--- src/rtl/plob_ram.sv ---
// Simple dual-port synchronous RAM, one write and one registered read port.
// Generic; no package dependency.
module plob_ram #(
    parameter int WIDTH = 8,
    parameter int DEPTH = 16,
    localparam int AW = $clog2(DEPTH)
) (
    input  logic             i_clk,
    input  logic             i_wr_en,
    input  logic [AW-1:0]    i_wr_addr,
    input  logic [WIDTH-1:0] i_wr_data,
    input  logic [AW-1:0]    i_rd_addr,
    output logic [WIDTH-1:0] o_rd_data
);
    logic [WIDTH-1:0] r_mem [DEPTH];

    always_ff @(posedge i_clk) begin
        if (i_wr_en) begin
            r_mem[i_wr_addr] <= i_wr_data;
        end
        o_rd_data <= r_mem[i_rd_addr];
    end
endmodule

--- config.mk ---
export PLATFORM = sky130hd
export DESIGN_NAME = plob_ram
export DESIGN_NICKNAME = d
export VERILOG_FILES = /design/src/rtl/plob_ram.sv
export SDC_FILE = /design/constraint.sdc
export NUM_CORES = 1
export LEC_CHECK = 0
export ABC_AREA = 1
export BUFFER_PORTS_ARGS = -buffer_cell sky130_fd_sc_hd__buf_2
export CORE_MARGIN = 5
export CORE_UTILIZATION = 49
export CTS_CLUSTER_SIZE = 8
export DETAILED_ROUTE_END_ITERATION = 7
export PLACE_DENSITY = 0.63
export SLEW_MARGIN = 20
export SYNTH_ARGS = -nofsm -noshare
export SYNTH_HDL_FRONTEND = slang
export SYNTH_SLANG_ARGS = --single-unit
--- constraint.sdc ---
create_clock -name i_clk -period 1.81 [get_ports i_clk]
set_clock_uncertainty 0.2 [all_clocks]
set_input_delay 0.2715 -clock i_clk [delete_from_list [all_inputs] [get_ports i_clk]]
set_output_delay 0.2715 -clock i_clk [all_outputs]
set_load 0.02 [all_outputs]
# Word level (Yosys, flattened, before mapping)
# Memory sizes are Yosys's and may differ from the RTL's. A register that Yosys moved wholly into a read port is not among the register bits.
# Cells that the tools add are included.
op_classes:
  mux: 2
op_table:
  columns: ["op", "n"]
  rows:
  - ["1-bit 2-to-1 mux", 2]
word_totals:
  reg_bits: 0
  ramBits: 128
  input_bits: 18
  out_inout_bits: 8
  elab_cells: 3
  n_memories: 1
memory_table:
  columns: ["name", "words", "word_bits", "rd", "rd_clocked_by_memory_dff", "wr", "line", "text"]
  rows:
  - ["r_mem", 16, 8, 1, 1, 1, "15", "logic [WIDTH-1:0] r_mem [DEPTH];"]

# Logic depth before layout (Yosys ltp)
depth:
  depth_word: 2
  mapped_depth: 8
  ltp_nobuf: 7

# Least setup slack after synthesis
# Ideal clock, no wire load.
synth_timing:
  kind: "input to register"
  start: "input port i_wr_addr[2]"
  end: "memory r_mem[10][0], enable pin"
  setup_time_ns: 0.370
  t_arrival_ns: 0.852
  required_ns: 1.240
  setup_slack_ns: 0.388
  path_stages: 2
  path_buffers: 0
  cell_sequence: "nand3b_1 nor2_1"
synth_lines:
  columns: ["element", "line", "text"]
  rows:
  - ["from (decl)", "10", "input logic [AW-1:0] i_wr_addr,"]
  - ["to (decl)", "15", null]
# Straight into the memory's write port.

# Worst setup path after layout
layout_timing:
  start: "register o_rd_data[6] (read register of r_mem)"
  end: "output port o_rd_data[6]"
layout_lines:
  columns: ["element", "line", "text"]
  rows:
  - ["from (decl)", "13", "output logic [WIDTH-1:0] o_rd_data"]
# No word-level cell between the ends.

==> impl_summary.log <==
[metrics] via count of the first global-routing pass: between 3000 and 4000
[metrics] Die Footprint: 0.01404 mm2
[metrics] internal reg-to-reg setup slack: ~530 ps
[metrics] global-route wire length before repair: approximately 20000 um
[metrics] horizontal die dimension: roughly 120 um
[metrics] mean routed wirelength per cell: 17.05 um
[metrics] number of buffers inserted by post-CTS setup repair: 0
[metrics] TritonCTS clock tree: done
[metrics] Starting Density: 0.5029
[metrics] number of register bits inferred by synthesis: roughly 140
[metrics] floorplan core area: between 0.01 and 0.015 mm2
[metrics] worst slew pin tran: approximately 550 ps
[metrics] max-slew violation count: 0
[metrics] share of layout cells above drive strength 1: 0.1248
[metrics] busiest layer in global routing: met2
[metrics] worst min-delay path startpoint: i_wr_data[5]
[metrics] post-detailed-route via-to-cell ratio: between 5 and 6
[metrics] r2r endpoint: o_rd_data[3]
[metrics] height of the die: about 120 um
[metrics] peak supply drop: a little over 0.0007 V
[metrics] Clock Sink Count: 136
[metrics] gate count of the mapped netlist: 551
[metrics] Hold Worst Slack: ~70 ps
[metrics] H-Tree Depth: 4
[metrics] DP Worst Slack: about 230 ps
[metrics] portion of total power attributed to combinational logic: 0.065
[metrics] cells taking the most area after synthesis: sky130_fd_sc_hd__edfxtp_1, sky130_fd_sc_hd__nand2_1, sky130_fd_sc_hd__nand3_1
[metrics] buffers added on ports: 25
[metrics] CP arrival: 950 ps
[metrics] worst-skew pair later-pin latency: 420 ps
[metrics] cell at the root of the clock tree: sky130_fd_sc_hd__clkbuf_16
[metrics] net switching component of the power: between 1.5 and 2 mW
[metrics] syn_nets: about 570
[metrics] placer congestion estimate: about 0.8
[metrics] internal power component: 5.645 mW
[metrics] number of synthesis warnings: 0
[metrics] area share of fa/ha/maj cells after synthesis: 0
[metrics] worst path setup slack after routing: 385.0 ps
[metrics] part of the power in registers: 0.494
[metrics] crit path time final: approximately 1400 ps
[metrics] DRC violation total after the first TritonRoute iteration: around 280
[metrics] Final TNS setup: 0 ps
[metrics] fraction of synthesized cell area in xor and xnor cells: 0
[metrics] area overhead of the layout relative to synthesis: 15.99%
[metrics] met2 track utilization from global routing: 0.2929
[metrics] relative max-transition margin: 0.6298
[metrics] largest family of logic cells by synthesized area: simple AND/OR/NAND/NOR gates
[metrics] wire length after detailed routing: approximately 13000 um
[metrics] number of distinct library cells after synthesis: 12
[metrics] RSZ-0062 raised after global routing: false
[metrics] post-synth top area share: 0.6665
[metrics] final cell count without fillers: about 750
[metrics] depth of the most critical reg-to-reg path: 6
[metrics] row count: 39
[metrics] clock-pin transition on the worst setup and hold timing paths: around 50 ps
[metrics] global routing usage on met3: 0.05731
[metrics] share of the cycle needed by the critical path after routing: 0.7873
[metrics] post-synthesis average cell area: 10.47 um2
[metrics] Final Hold Fails: 0
[metrics] Netlist Area Pre-Place: a little under 0.006 mm2
[metrics] Worst Hold Class: in2reg
[metrics] sequential-to-total area share from yosys stat: 0.6943
[metrics] largest driver fanout on the critical path: 1
[metrics] achievable clock frequency: between 0.7 and 0.8 GHz
[metrics] startpoint-to-endpoint class of the critical path: reg2out
[metrics] total routing usage reported by global routing: 0.1920
[metrics] result of the run: finished clean
[metrics] Congestion Overflow GR: 0
[metrics] total I/O pin count: 26
[metrics] post-synthesis compound-gate area fraction: 0
[metrics] Max Root-Sink Buffers: 2
[metrics] max capacitance violation total: 0
[metrics] commonest non-fill, non-tap cells in the layout: sky130_fd_sc_hd__nand2_1, sky130_fd_sc_hd__edfxtp_1, sky130_fd_sc_hd__inv_1, sky130_fd_sc_hd__nand3_1, sky130_fd_sc_hd__buf_2
[metrics] most common library cell in the layout ignoring fill and taps: sky130_fd_sc_hd__nand2_1
[metrics] number of gates resized after cts: 0
[metrics] static leakage power: 2.930 nW
[metrics] estimated wirelength of the detail-placed design: 8139 um
[metrics] post-synthesis mux area share: 0
[metrics] count of endpoints failing setup in the final report: 0
[metrics] element type at the critical path end: primary output
[metrics] TritonCTS buffer count: 17
[metrics] number of buffer and inverter instances along the worst setup path: 1
[metrics] filler cell count: 975
[metrics] crit path cell chain: buf_2
[metrics] via count: 3805
[metrics] startpoint type of the worst setup path: register
[metrics] net switching share of the total power: 0.2137
[metrics] first-pass iteration count of the detailed router: 5
[metrics] Simple-Gate Fraction of Synth Area: 0.2105
[metrics] portion of total power attributed to the clock network: 0.441
[metrics] count of hold buffers inserted by post-cts repair: 1
[metrics] power per unit of standard cell area: 1073 mW/mm2
[metrics] reg-to-reg startpoint: r_mem[7][3]
[metrics] Post-layout nets: 614
[metrics] depth of the worst hold-timing path: 1
[metrics] Slowest Stage Delay on Critical Path: 350 ps
[metrics] Crit path max-delay family: flip-flops
[metrics] cell taking the most area after synthesis: sky130_fd_sc_hd__edfxtp_1
[metrics] Residual DRC: 0
[metrics] maximum number of pins on one net before global-route repair: between 40 and 50
[metrics] worst-path cell with the longest stage delay: sky130_fd_sc_hd__dfxtp_1
[metrics] remaining number of nets flagged by the antenna check after routing: 0
[metrics] Diodes inserted: 0
[metrics] number of placed instances with taps included: 719
[metrics] met1 capacity usage during global routing: 0.2592
[metrics] antenna violations before repair: 0
[metrics] capture endpoint of the worst hold path: r_mem[11][5]
[metrics] Worst Path Required: ~1300 ps
==> synth_stat cells <==
cell / count
sky130_fd_sc_hd__dfxtp_1: 8
sky130_fd_sc_hd__nand3b_1: 2
sky130_fd_sc_hd__inv_1: 100
sky130_fd_sc_hd__buf_4: 4
sky130_fd_sc_hd__edfxtp_1: 128
sky130_fd_sc_hd__nand2_1: 173
sky130_fd_sc_hd__buf_6: 6
sky130_fd_sc_hd__nand3_1: 97
sky130_fd_sc_hd__nor2_1: 17
sky130_fd_sc_hd__buf_2: 13
sky130_fd_sc_hd__buf_1: 1
sky130_fd_sc_hd__inv_2: 2
==> sequential cells by signal, indices dropped and copies added (netlist names) <==
register / count
o_rd_data: 8
r_mem: 128
==> metal layers <==
metal | wire, um | share of wire
met4 | 311 | 0.024
met5 | 0 | 0
met3 | 824 | 0.064
met2 | 6066 | 0.47
met1 | 5622 | 0.44
==> worst reg2reg max path, stage by stage (launching register included) <==
cell and delay [ps]:
sky130_fd_sc_hd__edfxtp_1 360, sky130_fd_sc_hd__inv_1 60, sky130_fd_sc_hd__nand2_1 40, sky130_fd_sc_hd__nand3_1 130, sky130_fd_sc_hd__nand3_1 150, sky130_fd_sc_hd__nand3_1 160, sky130_fd_sc_hd__nand2_1 80
==> area by class of cell <==
type / count / area, um2 / area share
Clock buffer: 19 / 432.9 / 0.06472
Multi-Input combinational cell: 289 / 1214 / 0.1814
Clock inverter: 13 / 111.4 / 0.01665
Tap cell: 143 / 178.9 / 0.02675
Inverter: 102 / 382.9 / 0.05724
Timing Repair Buffer: 50 / 365.4 / 0.05462
Sequential cell: 136 / 4004 / 0.5986
==> kinds of logic after synthesis <==
logic type,count (synthesis)
AND/OR/NAND/NOR,289
flip-flops,136
buffers and inverters,126
==> how the worst max path moves through the flow <==
stage                       from  cells after the start           end  slack, ps
detailed placement  i_rd_addr[0]                      8  o_rd_data[3]        230
finish              o_rd_data[6]                      1  o_rd_data[6]        390
CTS                 o_rd_data[1]                      1  o_rd_data[1]        350
global placement    i_rd_addr[0]                      8  o_rd_data[3]        250
floorplan           i_wr_addr[2]                      2  r_mem[10][0]        390
global route        o_rd_data[6]                      1  o_rd_data[6]        350
==> power groups by stage <==
stage / Combinational, mW / Sequential [mW] / Clock, mW
finish: 0.469 / 3.54 / 3.17
global route: 0.522 / 3.55 / 3.38
CTS: 0.472 / 3.54 / 3.22
detailed placement: 0.469 / 3.61 / 0
global placement: 0.465 / 3.60 / 0
floorplan: 0.248 / 3.63 / 0
==> through the flow <==
step / total power, mW / instance area (um2) / utilization
after detailed placement: 4.076 / 6135 / 0.5350
after global placement: 4.070 / 6135 / 0.5350
after floorplan: 3.877 / 5767 / -
after global routing: 7.446 / 6689 / 0.5833
final: 7.179 / 6689 / 0.5833
after CTS: 7.235 / 6689 / 0.5833
Power figures use the tool's default switching activity.
